**config.mk**
```make
export PLATFORM = sky130hd
export DESIGN_NAME = lru_page_replacement_unit
export DESIGN_NICKNAME = d
export VERILOG_FILES = /design/src/rtl/lrupr_pkg.sv /design/src/rtl/lrupr_cell.sv /design/src/rtl/lru_page_replacement_unit.sv
export SDC_FILE = /design/constraint.sdc
export NUM_CORES = 1
export LEC_CHECK = 0
export ABC_CLOCK_PERIOD_IN_PS = 5600
export BUFFER_PORTS_ARGS = -buffer_cell sky130_fd_sc_hd__buf_2
export CAP_MARGIN = 20
export CORE_ASPECT_RATIO = 0.7
export CORE_MARGIN = 5
export CORE_UTILIZATION = 51
export DETAILED_ROUTE_END_ITERATION = 7
export PLACE_DENSITY_LB_ADDON = 0.3
export SYNTH_ARGS = -nofsm -noshare
export SYNTH_HDL_FRONTEND = slang
export SYNTH_SLANG_ARGS = --single-unit
export TNS_END_PERCENT = 30
```
**constraint.sdc**
```tcl
create_clock -name clk_i -period 5.6 [get_ports clk_i]
set_input_delay 0.28 -clock clk_i [delete_from_list [all_inputs] [get_ports clk_i]]
set_output_delay 0.28 -clock clk_i [all_outputs]
set_load 0.1 [all_outputs]
```
**src/rtl/lrupr_pkg.sv**
```systemverilog
// ----------------------------------------------------------------------------
// LRU page replacement package
// Shared widths, stream word layout and the control bundle that the top level
// broadcasts to the row of recency cells.
// ----------------------------------------------------------------------------
package lrupr_pkg;

  // Fixed field widths of the stream words.
  localparam int unsigned InPageW    = 16;
  localparam int unsigned OutFrameW  = 3;
  localparam int unsigned CountW     = 32;
  localparam int unsigned CfgW       = 4;
  localparam int unsigned ExtW       = 32;

  // Output word layout, lowest bit first.
  localparam int unsigned OutBits    = 1 + OutFrameW + 1 + InPageW + CountW + CountW;
  localparam int unsigned OutDataW   = ((OutBits + 7) / 8) * 8;

  // Reset value of the frame count register.
  localparam logic [CfgW-1:0] CfgReset = 4'd8;

  // Control bundle sent to every cell in a cycle.
  typedef struct packed {
    logic cmp_en;    // compare stored page against the reference
    logic upd_en;    // apply the recency update this cycle
    logic shift_en;  // the update moves entries toward the list head
  } cell_ctrl_t;

endpackage

```
**src/rtl/lrupr_cell.sv**
```systemverilog
// ----------------------------------------------------------------------------
// LRU recency cell
// One slot of the recency list: holds a frame number and the page in that
// frame, compares against the reference and takes its upper neighbor's entry
// when the list shifts.
// ----------------------------------------------------------------------------
module lrupr_cell #(
  parameter int unsigned IDX       = 0,
  parameter int unsigned FIDX_W    = 3,
  parameter int unsigned CNT_W     = 4,
  parameter int unsigned PAGE_BITS = 16
) (
  input  logic                   clk_i,
  input  logic                   rst_ni,
  input  lrupr_pkg::cell_ctrl_t  ctrl_i,
  input  logic [PAGE_BITS-1:0]   page_i,
  input  logic [CNT_W-1:0]       load_slot_i,
  input  logic [FIDX_W-1:0]      new_frame_i,
  input  logic                   chain_i,
  input  logic [FIDX_W-1:0]      next_frame_i,
  input  logic [PAGE_BITS-1:0]   next_page_i,
  input  logic                   next_valid_i,
  output logic                   match_o,
  output logic                   chain_o,
  output logic [FIDX_W-1:0]      frame_o,
  output logic [PAGE_BITS-1:0]   page_o,
  output logic                   valid_o
);
  import lrupr_pkg::*;

  localparam logic [CNT_W-1:0] MyIdx = CNT_W'(IDX);

  logic                 valid_q, valid_d;
  logic                 match_q, match_d;
  logic [FIDX_W-1:0]    frame_q, frame_d;
  logic [PAGE_BITS-1:0] page_q, page_d;
  logic                 do_shift, do_load;

  // The chain marks every slot at or above the one that leaves the list.
  assign chain_o  = chain_i | match_q;
  assign do_load  = ctrl_i.upd_en && (MyIdx == load_slot_i);
  assign do_shift = ctrl_i.upd_en && ctrl_i.shift_en && chain_o && (MyIdx < load_slot_i);

  // Next entry: new entry at the load slot, neighbor's entry on a shift.
  always_comb begin
    valid_d = valid_q;
    frame_d = frame_q;
    page_d  = page_q;
    match_d = match_q;
    if (ctrl_i.cmp_en) begin
      match_d = valid_q && (page_q == page_i);
    end
    if (do_load) begin
      valid_d = 1'b1;
      frame_d = new_frame_i;
      page_d  = page_i;
    end else if (do_shift) begin
      valid_d = next_valid_i;
      frame_d = next_frame_i;
      page_d  = next_page_i;
    end
  end

  // Control bits.
  always_ff @(posedge clk_i or negedge rst_ni) begin
    if (!rst_ni) begin
      valid_q <= 1'b0;
      match_q <= 1'b0;
    end else begin
      valid_q <= valid_d;
      match_q <= match_d;
    end
  end

  // Entry payload.
  always_ff @(posedge clk_i) begin
    frame_q <= frame_d;
    page_q  <= page_d;
  end

  assign match_o = match_q;
  assign frame_o = frame_q;
  assign page_o  = page_q;
  assign valid_o = valid_q;

endmodule

```
**src/rtl/lru_page_replacement_unit.sv**
```systemverilog
// ----------------------------------------------------------------------------
// LRU page replacement unit
// Tracks resident pages in a set of frames and replaces the least recently
// used page on a fault, using a row of recency cells.
// ----------------------------------------------------------------------------
// Usage:
//   The slave stream carries one page reference per word (tdata[15:0]). Each
//   reference gives one result word on the master stream: hit flag, frame
//   holding the page, eviction flag and page, and saturating hit and fault
//   totals.
//   The configuration channel writes the number of frames in use (1..FRAMES;
//   0 acts as 1, larger values as FRAMES). Reset the block after changing it.
//   Timing: a reference is accepted, the cells compare it against their pages
//   in the next cycle, and then, once the result register is free, the recency
//   list shifts and the result word is registered. A new reference can be
//   accepted in that same update cycle, but not while a compare is in flight;
//   the compare and the shift of the cell row take place in separate states.
//   When the receiver stalls, the result word holds and the update of the
//   next reference waits until the word is taken.
//   Reset empties all frames, clears both totals and sets the frame count
//   to 8.
// ----------------------------------------------------------------------------
module lru_page_replacement_unit #(
  parameter int unsigned FRAMES    = 8,
  parameter int unsigned PAGE_BITS = 16
) (
  input  logic                              clk_i,
  input  logic                              rst_ni,
  // Config: frames_in_use [3:0]
  input  logic                              cfg_valid_i,
  output logic                              cfg_ready_o,
  input  logic [lrupr_pkg::CfgW-1:0]        cfg_data_i,
  // Fields: page [15:0]
  input  logic                              s_axis_tvalid,
  output logic                              s_axis_tready,
  input  logic [lrupr_pkg::InPageW-1:0]     s_axis_tdata,
  // Fields: hit [0], frame_index [3:1], evicted_valid [4], evicted_page [20:5],
  //         hit_total [52:21], fault_total [84:53], zero [87:85]
  output logic                              m_axis_tvalid,
  input  logic                              m_axis_tready,
  output logic [lrupr_pkg::OutDataW-1:0]    m_axis_tdata
);
  import lrupr_pkg::*;

  localparam int unsigned FIDX_W = (FRAMES > 1) ? $clog2(FRAMES) : 1;
  localparam int unsigned CNT_W  = $clog2(FRAMES + 1);

  typedef enum logic [1:0] {
    ST_IDLE,
    ST_CMP,
    ST_UPD
  } state_e;

  state_e                state_q, state_d;
  logic [CfgW-1:0]       cfg_q;
  logic [PAGE_BITS-1:0]  page_q, page_d;
  logic [CNT_W-1:0]      filled_q, filled_d;
  logic [CountW-1:0]     hits_q, hits_d;
  logic [CountW-1:0]     faults_q, faults_d;
  logic                  out_valid_q, out_valid_d;
  logic [OutDataW-1:0]   out_data_q, out_data_d;

  logic                  accept, out_free, upd_go;
  logic [ExtW-1:0]       in_ext;

  // Cell row signals.
  logic [FRAMES-1:0]     match_v, chain_v, valid_v;
  logic [FIDX_W-1:0]     frame_v [FRAMES];
  logic [PAGE_BITS-1:0]  page_v  [FRAMES];
  cell_ctrl_t            ctrl;

  logic                  found, fill, replace;
  logic [FIDX_W-1:0]     hit_frame, new_frame;
  logic [CNT_W-1:0]      load_slot;
  logic [7:0]            cfg8, act8, filled8;
  logic [ExtW-1:0]       frame_ext, evict_ext;

  // Handshakes.
  assign cfg_ready_o   = 1'b1;
  assign out_free      = !out_valid_q || m_axis_tready;
  assign upd_go        = (state_q == ST_UPD) && out_free;
  assign s_axis_tready = (state_q == ST_IDLE) || upd_go;
  assign accept        = s_axis_tvalid && s_axis_tready;

  assign in_ext = ExtW'(s_axis_tdata);

  // Active frame count, clamped to 1..FRAMES.
  assign cfg8    = 8'(cfg_q);
  assign filled8 = 8'(filled_q);
  always_comb begin
    if (cfg8 == 8'd0) begin
      act8 = 8'd1;
    end else if (cfg8 > 8'(FRAMES)) begin
      act8 = 8'(FRAMES);
    end else begin
      act8 = cfg8;
    end
  end

  // Hit lookup across the cells.
  always_comb begin
    hit_frame = '0;
    for (int i = 0; i < FRAMES; i++) begin
      hit_frame = hit_frame | (match_v[i] ? frame_v[i] : '0);
    end
  end

  assign found   = |match_v;
  assign fill    = !found && (filled8 < act8);
  assign replace = !found && !fill;

  // Entry written at the load slot and where it goes.
  always_comb begin
    if (found) begin
      new_frame = hit_frame;
    end else if (fill) begin
      new_frame = FIDX_W'(filled_q);
    end else begin
      new_frame = frame_v[0];
    end
    load_slot = fill ? filled_q : (filled_q - CNT_W'(1));
  end

  assign ctrl.cmp_en   = (state_q == ST_CMP);
  assign ctrl.upd_en   = upd_go;
  assign ctrl.shift_en = found || replace;

  // Row of recency cells, slot 0 is the least recently used.
  for (genvar g = 0; g < FRAMES; g++) begin : g_cell
    logic                 chain_in;
    logic [FIDX_W-1:0]    nxt_frame;
    logic [PAGE_BITS-1:0] nxt_page;
    logic                 nxt_valid;

    if (g == 0) begin : g_head
      assign chain_in = replace;
    end else begin : g_body
      assign chain_in = chain_v[g-1];
    end

    if (g == FRAMES - 1) begin : g_tail
      assign nxt_frame = '0;
      assign nxt_page  = '0;
      assign nxt_valid = 1'b0;
    end else begin : g_link
      assign nxt_frame = frame_v[g+1];
      assign nxt_page  = page_v[g+1];
      assign nxt_valid = valid_v[g+1];
    end

    lrupr_cell #(
      .IDX       (g),
      .FIDX_W    (FIDX_W),
      .CNT_W     (CNT_W),
      .PAGE_BITS (PAGE_BITS)
    ) u_cell (
      .clk_i        (clk_i),
      .rst_ni       (rst_ni),
      .ctrl_i       (ctrl),
      .page_i       (page_q),
      .load_slot_i  (load_slot),
      .new_frame_i  (new_frame),
      .chain_i      (chain_in),
      .next_frame_i (nxt_frame),
      .next_page_i  (nxt_page),
      .next_valid_i (nxt_valid),
      .match_o      (match_v[g]),
      .chain_o      (chain_v[g]),
      .frame_o      (frame_v[g]),
      .page_o       (page_v[g]),
      .valid_o      (valid_v[g])
    );
  end

  assign frame_ext = ExtW'(new_frame);
  assign evict_ext = ExtW'(page_v[0]);

  // Sequencer, counters and result word.
  always_comb begin
    state_d     = state_q;
    page_d      = page_q;
    filled_d    = filled_q;
    hits_d      = hits_q;
    faults_d    = faults_q;
    out_valid_d = out_valid_q;
    out_data_d  = out_data_q;

    if (out_valid_q && m_axis_tready) begin
      out_valid_d = 1'b0;
    end

    if (accept) begin
      page_d = in_ext[PAGE_BITS-1:0];
    end

    unique case (state_q)
      ST_IDLE: begin
        if (accept) begin
          state_d = ST_CMP;
        end
      end
      ST_CMP: begin
        state_d = ST_UPD;
      end
      ST_UPD: begin
        if (upd_go) begin
          if (found) begin
            if (hits_q != '1) begin
              hits_d = hits_q + CountW'(1);
            end
          end else if (faults_q != '1) begin
            faults_d = faults_q + CountW'(1);
          end
          if (fill) begin
            filled_d = filled_q + CNT_W'(1);
          end
          out_valid_d = 1'b1;
          out_data_d  = OutDataW'({faults_d, hits_d,
                                   (replace ? evict_ext[InPageW-1:0] : InPageW'(0)),
                                   replace, frame_ext[OutFrameW-1:0], found});
          state_d     = accept ? ST_CMP : ST_IDLE;
        end
      end
      default: begin
        state_d = ST_IDLE;
      end
    endcase
  end

  always_ff @(posedge clk_i or negedge rst_ni) begin
    if (!rst_ni) begin
      state_q     <= ST_IDLE;
      cfg_q       <= CfgReset;
      filled_q    <= '0;
      hits_q      <= '0;
      faults_q    <= '0;
      out_valid_q <= 1'b0;
    end else begin
      state_q     <= state_d;
      filled_q    <= filled_d;
      hits_q      <= hits_d;
      faults_q    <= faults_d;
      out_valid_q <= out_valid_d;
      if (cfg_valid_i) begin
        cfg_q <= cfg_data_i;
      end
    end
  end

  always_ff @(posedge clk_i) begin
    page_q     <= page_d;
    out_data_q <= out_data_d;
  end

  assign m_axis_tvalid = out_valid_q;
  assign m_axis_tdata  = out_data_q;

  // Pages in filled frames are distinct, so at most one cell matches.
  a_match_onehot: assert property (@(posedge clk_i) disable iff (!rst_ni)
    (state_q == ST_UPD) |-> $onehot0(match_v))
    else $error("more than one cell matched the reference");

  // The fill count never exceeds the number of cells.
  a_filled_bound: assert property (@(posedge clk_i) disable iff (!rst_ni)
    (8'(filled_q) <= 8'(FRAMES)))
    else $error("fill count beyond the number of frames");

  // Cells valid exactly below the fill count.
  a_valid_prefix: assert property (@(posedge clk_i) disable iff (!rst_ni)
    (state_q == ST_UPD) |-> ($countones(valid_v) == int'(filled_q)))
    else $error("valid cells do not match the fill count");

  // No reference is taken while the compare is in flight.
  a_no_accept_cmp: assert property (@(posedge clk_i) disable iff (!rst_ni)
    (state_q == ST_CMP) |-> !s_axis_tready)
    else $error("reference accepted during compare");

  // A result never reports both a hit and an eviction.
  a_hit_no_evict: assert property (@(posedge clk_i) disable iff (!rst_ni)
    out_valid_q |-> !(out_data_q[0] && out_data_q[4]))
    else $error("hit result carries an eviction");

endmodule
```
==> results of run 1 <==
==> how the worst max path moves through the flow <==
stage	slack (ns)	end	startpoint	cells after the start
3_5_place_dp	1.57	g_cell[0].u_cell.page_o[4]$_DFFE_PP_	filled_q[3]$_DFFE_PN0P_	8
6_report	1.45	g_cell[0].u_cell.frame_o[1]$_DFFE_PP_	filled_q[3]$_DFFE_PN0P_	8
2_1_floorplan	1.17	faults_q[20]$_DFFE_PN0P_	m_axis_tvalid$_DFF_PN0_	6
4_1_cts	1.57	g_cell[0].u_cell.frame_o[1]$_DFFE_PP_	filled_q[3]$_DFFE_PN0P_	8
3_3_place_gp	1.75	g_cell[0].u_cell.page_o[4]$_DFFE_PP_	filled_q[3]$_DFFE_PN0P_	8
5_1_grt	1.29	g_cell[0].u_cell.page_o[3]$_DFFE_PP_	filled_q[3]$_DFFE_PN0P_	8
==> cells in the mapped netlist (5+ instances only) <==
| cell | instances | area, um^2 |
|---|---|---|
| edfxtp_1 | 253 | 7600 |
| xnor2_1 | 183 | 1600 |
| mux2_2 | 103 | 1160 |
| dfrtp_1 | 90 | 2250 |
| nand2_1 | 77 | 289 |
| xor2_1 | 73 | 639 |
| nand3_1 | 58 | 290 |
| clkbuf_1 | 53 | 199 |
| nand4_1 | 53 | 332 |
| nor2_1 | 48 | 180 |
| and2_1 | 42 | 263 |
| mux2_4 | 36 | 541 |
| nor3_1 | 35 | 175 |
| nor4_1 | 18 | 113 |
| buf_2 | 17 | 85.1 |
| nand2b_1 | 14 | 87.6 |
| a22oi_1 | 13 | 97.6 |
| inv_1 | 13 | 48.8 |
| and3_1 | 10 | 62.6 |
| a21oi_1 | 9 | 45.0 |
| and4_1 | 8 | 70.1 |
| buf_4 | 8 | 60.1 |
| o21ai_0 | 8 | 40.0 |
| ha_1 | 7 | 87.6 |
| a22o_1 | 6 | 52.6 |
| or3_1 | 6 | 37.5 |
| a21o_1 | 5 | 37.5 |
| buf_6 | 5 | 56.3 |
| mux2i_1 | 5 | 50.1 |
| nor4_2 | 5 | 62.6 |
| or4_1 | 5 | 37.5 |
==> final cells by class <==
class                      instances  area share, %
sequential                       344           51.1
multi-input combinational        882           35.3
clock buffer                      52           5.28
timing repair buffer             148           4.69
tap                              435           2.82
clock inverter                    12          0.486
inverter                          15          0.304
==> state kept, by name, summed over array words and instances, names as in the netlist, 8 cells and up <==
signal / flops
hits_q: 32
g_cell.u_cell.page_o: 128
g_cell.u_cell.match_o: 8
faults_q: 32
g_cell.u_cell.valid_o: 8
page_q: 16
m_axis_tdata: 85
g_cell.u_cell.frame_o: 24
==> cells by family after synthesis <==
| family | after synthesis |
|---|---|
| compound gates | 76 |
| xor+xnor | 256 |
| fa+ha+maj | 7 |
| buf+inv | 101 |
| flops | 344 |
| mux | 145 |
| other cells | 2 |
| simple gates | 394 |
==> routing by layer <==
| metal | GRT usage, % | vias up | wire length (um) |
|---|---|---|---|
| li1 | - | 4996 | - |
| met4 | 4.59 | 0 | 592 |
| met3 | 5.40 | 46 | 2840 |
| met1 | 30.8 | 5172 | 18300 |
| met2 | 26.7 | 303 | 14900 |
| met5 | 0 | - | 0 |
==> cells in the final DEF, fill, tap and decap left out, drive strengths merged, types with 42 or more instances in the layout <==
cell type	synthesis	layout
and2	42	42
clkbuf	54	53
nand3	58	58
xor2	73	73
nand4	53	53
buf	32	127
nor2	49	49
mux2	139	139
edfxtp	253	253
dfrtp	90	90
xnor2	183	183
nand2	78	78
==> power by group <==
group / switching [W] / internal, W
clock network: 0.000935 / 0.00131
registers: 0.000260 / 0.00312
logic: 0.00121 / 0.000570
==> through the flow <==
stage	power, W	hold WS, ns	instance area, um^2	std cells	utilization [%]
after global routing	0.00774	0.00789	19300	1888	57.9
after detailed placement	0.00517	0.295	18000	1802	53.9
after floorplan	0.00472	-0.0156	17100	1327	-
final	0.00741	0.0285	19300	1888	57.9
after global placement	0.00515	0.291	18000	1802	53.9
after CTS	0.00745	0.00242	19300	1886	57.8
==> timing repair <==
action | in CTS | in global routing
endpoints found under the setup margin | 0 | 0
hold endpoints to repair | 56 | 0
hold buffers | 20 | 0
==> run metrics, run 1 <==
Storage cell area=9880 um^2; max cap viols=0; simple logic cell fraction of the synthesized area=12.4%; die height=163 um; WP data required=5.74 ns; Final Net Count=1458; Yosys cell types=70; synthesized area=17100 um^2; total grt overflow=0; Buf/Inv on CP=1; final wirelength=36.7 mm; dpl ws=1.57 ns; Starting Density=51.4%; RSZ-0062 raised after global routing=false; Cells after Synth=1325; multi-input combinational cell area=6820 um^2; post-synthesis mux area share=10.3%; layout cell share with drive strength beyond 1=23.5%; critical path launch point type=register; clk_lat worst skew=0.52 ns; WHS Endpoint=cfg_q[2]$_DFFE_PN0P_; clk slew on worst S/H paths=0.06 ns; Post-synth EDFFs=253; Global Route Usage Sum=19.5%; DP HPWL=26.6 mm; clock buffer depth=3; Synth Area in Compound Gates=3.25%; post-route ant nets=0; Pwr per Cell Area=384 nW/um^2; synth warn=0; crit path capture type=register; mean post-synth cell area=12.9 um^2; reg2reg end=g_cell[0].u_cell.frame_o[1]$_DFFE_PP_; setup TNS=0 ns; global-route wire length before repair=58.6 mm; largest family of logic cells by synthesized area=XOR/XNOR gates; Synth Area in Adders=0.511%; io pins=116; # Post-CTS Setup Buffers=0; detailed-route via count=10517; Worst path top cell family by delay=simple AND/OR/NAND/NOR gates; r2r startpoint=filled_q[3]$_DFFE_PN0P_; core area=33400 um^2; Peak VDD IR=200 uV; DR iter-0 viols=672; CTS buffer count=35; H-tree depth=2; leakage=6.90 nW; critical path peak fanout=21; worst reg2reg setup slack=1.45 ns; TritonCTS clock tree=done; fin crit share=74.1%; DRC violations left=0; max-slew violation count=0; largest net degree at the start of global routing=70; worst slew pin tran=1.09 ns; #FFs+latches synth=344; DRT Pass-1 Iters=5; sequential share of the synthesized area=57.6%; status=completed; Worst path most repeated cell=nand4_1; final setup margin=1.45 ns; Main synth FF type=edfxtp_1; Max stage delay on crit path=0.84 ns; DIE AREA=37400 um^2; vias in the first global route=10379; Tmin final=4.15 ns; Synth-to-Final Area Change=12.8%; CTS sink cnt=344; antenna violations before repair=0; PortBufs=111; FP Rows=56; Hold WC Path Type=in2reg; Hold Path Stages=2; routed vias/inst=5.57; Die X=229 um; hold_sp=cfg_data_i[2]; Worst slew margin=26.7%; Reg2Reg Depth=8; CP Cell Sequence=ha_1, a21oi_1, nand4_1, nor2_1, nand4_1, o41ai_2, buf_4, nand2b_1; Async SR Flop Fraction=26.5%; Max Clock Skew=0.0199 ns; Worst Path Class, Setup=reg2reg; Filler cells=2681; drt wl/cell=19.4 um; slowest CP cell=nor2_1; # diodes=0; XOR/XNOR Fraction of Synth Area=13.1%; CTS resizes=0; final setup fails=0; Hold Vio Cnt, Final=0; FMAX=241 MHz; GP Congestion=0.920; Arr. time, crit path=4.29 ns; CTS root buf=clkbuf_16
(Power assumes the default switching activity.)
==> run 2: changes to the inputs <==
--- a/config.mk
+++ b/config.mk
@@ -5,7 +5,7 @@
 export SDC_FILE = /design/constraint.sdc
 export NUM_CORES = 1
 export LEC_CHECK = 0
-export ABC_CLOCK_PERIOD_IN_PS = 5600
+export ABC_CLOCK_PERIOD_IN_PS = 3500
 export BUFFER_PORTS_ARGS = -buffer_cell sky130_fd_sc_hd__buf_2
 export CAP_MARGIN = 20
 export CORE_ASPECT_RATIO = 0.7
==> constraint.sdc (replaced) <==
create_clock -name clk_i -period 3.5 [get_ports clk_i]
set_input_delay 0.175 -clock clk_i [delete_from_list [all_inputs] [get_ports clk_i]]
set_output_delay 0.175 -clock clk_i [all_outputs]
set_load 0.1 [all_outputs]
==> run metrics, run 2 (synthesized netlist as in run 1, its figures left out) <==
commonest cells after routing, fill and taps aside=253 x edfxtp_1, 183 x xnor2_1, 110 x buf_2; global-route wire length before repair=60.4 mm; GRT met2 Usage=27.3%; routed vias/inst=5.55; Final Net Count=1499; total grt overflow=0; commonest non-fill, non-tap cell in the layout=edfxtp_1; RSZ-0062 raised after global routing=false; max cap viols=0; worst slew pin tran=0.909 ns; largest net degree at the start of global routing=68; final wirelength=37.6 mm; GP Congestion=0.940; number of flip-flops in the largest register=128; DRC violations left=0; antenna violations before repair=1; critical path launch point type=register; die height=163 um; PnR Total Power=0.0123 W; max-slew violation count=0; Max Clock Skew=0.0270 ns; Hold WC Path Type=in2async; post-route ant nets=0; gr busiest metal=met1; final setup fails=0; dpl ws=0.300 ns; CTS buffer count=37; H-tree depth=2; DIE AREA=37400 um^2; crit path capture type=register; grt met3 use=5.98%; Worst slew margin=39.4%; FMAX=300 MHz; Peak VDD IR=298 uV; grt met1 use=31.9%; detailed-route via count=10709; Filler cells=2634; clk slew on worst S/H paths=0.06 ns; FP Rows=56; Arr. time, crit path=3.58 ns; TritonCTS clock tree=done; CTS root buf=clkbuf_16; final setup margin=0.161 ns; clk_lat worst skew=0.53 ns; setup TNS=0 ns; DR iter-0 viols=960; PortBufs=111; leakage=7.14 nW; Worst Path Class, Setup=reg2reg; # diodes=0; vias in the first global route=10642; Pwr per Cell Area=622 nW/um^2; drt wl/cell=19.5 um; Synth-to-Final Area Change=15.3%; CTS sink cnt=344; Starting Density=51.4%; Global Route Usage Sum=20.1%; DP HPWL=27.4 mm; core area=33400 um^2; Tmin final=3.34 ns; Die X=229 um; DRT Pass-1 Iters=5; CTS resizes=0; critical path peak fanout=21; layout cell share with drive strength beyond 1=25.1%; clock buffer depth=3; Hold Vio Cnt, Final=0; io pins=116; status=completed; fin crit share=95.4%; WP data required=3.74 ns
[run 2: path summary, 6_finish.rpt]
| check | startpoint | to | slack, ns | cells past startpoint |
|---|---|---|---|---|
| max reg2reg | filled_q[1]$_DFFE_PN0P_ | g_cell[0].u_cell.page_o[8]$_DFFE_PP_ | 0.16 | 9 |
| min reg2reg | faults_q[11]$_DFFE_PN0P_ | faults_q[11]$_DFFE_PN0P_ | 0.51 | 1 |
| min | rst_ni | faults_q[17]$_DFFE_PN0P_ | 0.31 | 2 |
| min in group clk_i | s_axis_tdata[15] | page_q[15]$_DFFE_PP_ | 0.36 | 2 |
| max | filled_q[1]$_DFFE_PN0P_ | g_cell[0].u_cell.page_o[8]$_DFFE_PP_ | 0.16 | 9 |
| max in group asynchronous | rst_ni | g_cell[6].u_cell.match_o$_DFFE_PN0N_ | 2.38 | 3 |
[run 2: stage by stage]
| stage | area [um^2] | instances | hold slack [ns] | util [%] |
|---|---|---|---|---|
| 6_report | 19800 | 1930 | 0.308 | 59.2 |
| 5_1_grt | 19800 | 1930 | 0.353 | 59.2 |
| 4_1_cts | 19800 | 1930 | 0.328 | 59.2 |
| 3_5_place_dp | 18300 | 1837 | 0.353 | 54.8 |
| 3_3_place_gp | 18300 | 1837 | 0.352 | 54.8 |
| 2_1_floorplan | 17100 | 1327 | -0.121 | - |
[run 2: layout make-up]
cell class / instances / area [um^2] / share of cell area, %
inverters: 15 / 58.8 / 0.298
clock buffers: 51 / 1020 / 5.16
flip-flops and latches: 344 / 9880 / 50.0
repair buffers: 187 / 1240 / 6.30
clock inverters: 16 / 189 / 0.956
multi-input cells: 882 / 6820 / 34.5
well taps: 435 / 544 / 2.76
[run 2: critical path, stage by stage, from the launching register on]
cell	delay, ns
dfrtp_1	0.41
inv_1	0.06
ha_1	0.33
or2_2	0.33
o31ai_1	0.53
nand2_1	0.23
o41ai_2	0.46
buf_12	0.23
nand2b_1	0.27
buf_12	0.19
[run 2: repair_timing]
item | 4_1_cts | 5_1_grt
endpoints found under the hold margin | 86 | 0
buffers inserted | 0 | 0
setup endpoints to repair | 0 | 0
hold buffers | 26 | 0
[run 2: power breakdown]
part	leakage (nW)	internal, W	total, W	switching [W]
Combinational	3.12	0.00103	0.00304	0.00202
Sequential	3.44	0.00499	0.00535	0.000355
Clock	0.582	0.00234	0.00390	0.00156
Total	7.14	0.00835	0.0123	0.00394
[run 2: per-layer routing]
layer	up-vias	share of wire, %
met5	-	0.019
met4	2	1.3
met3	44	8.0
met2	297	41
met1	5297	50
li1	5069	-
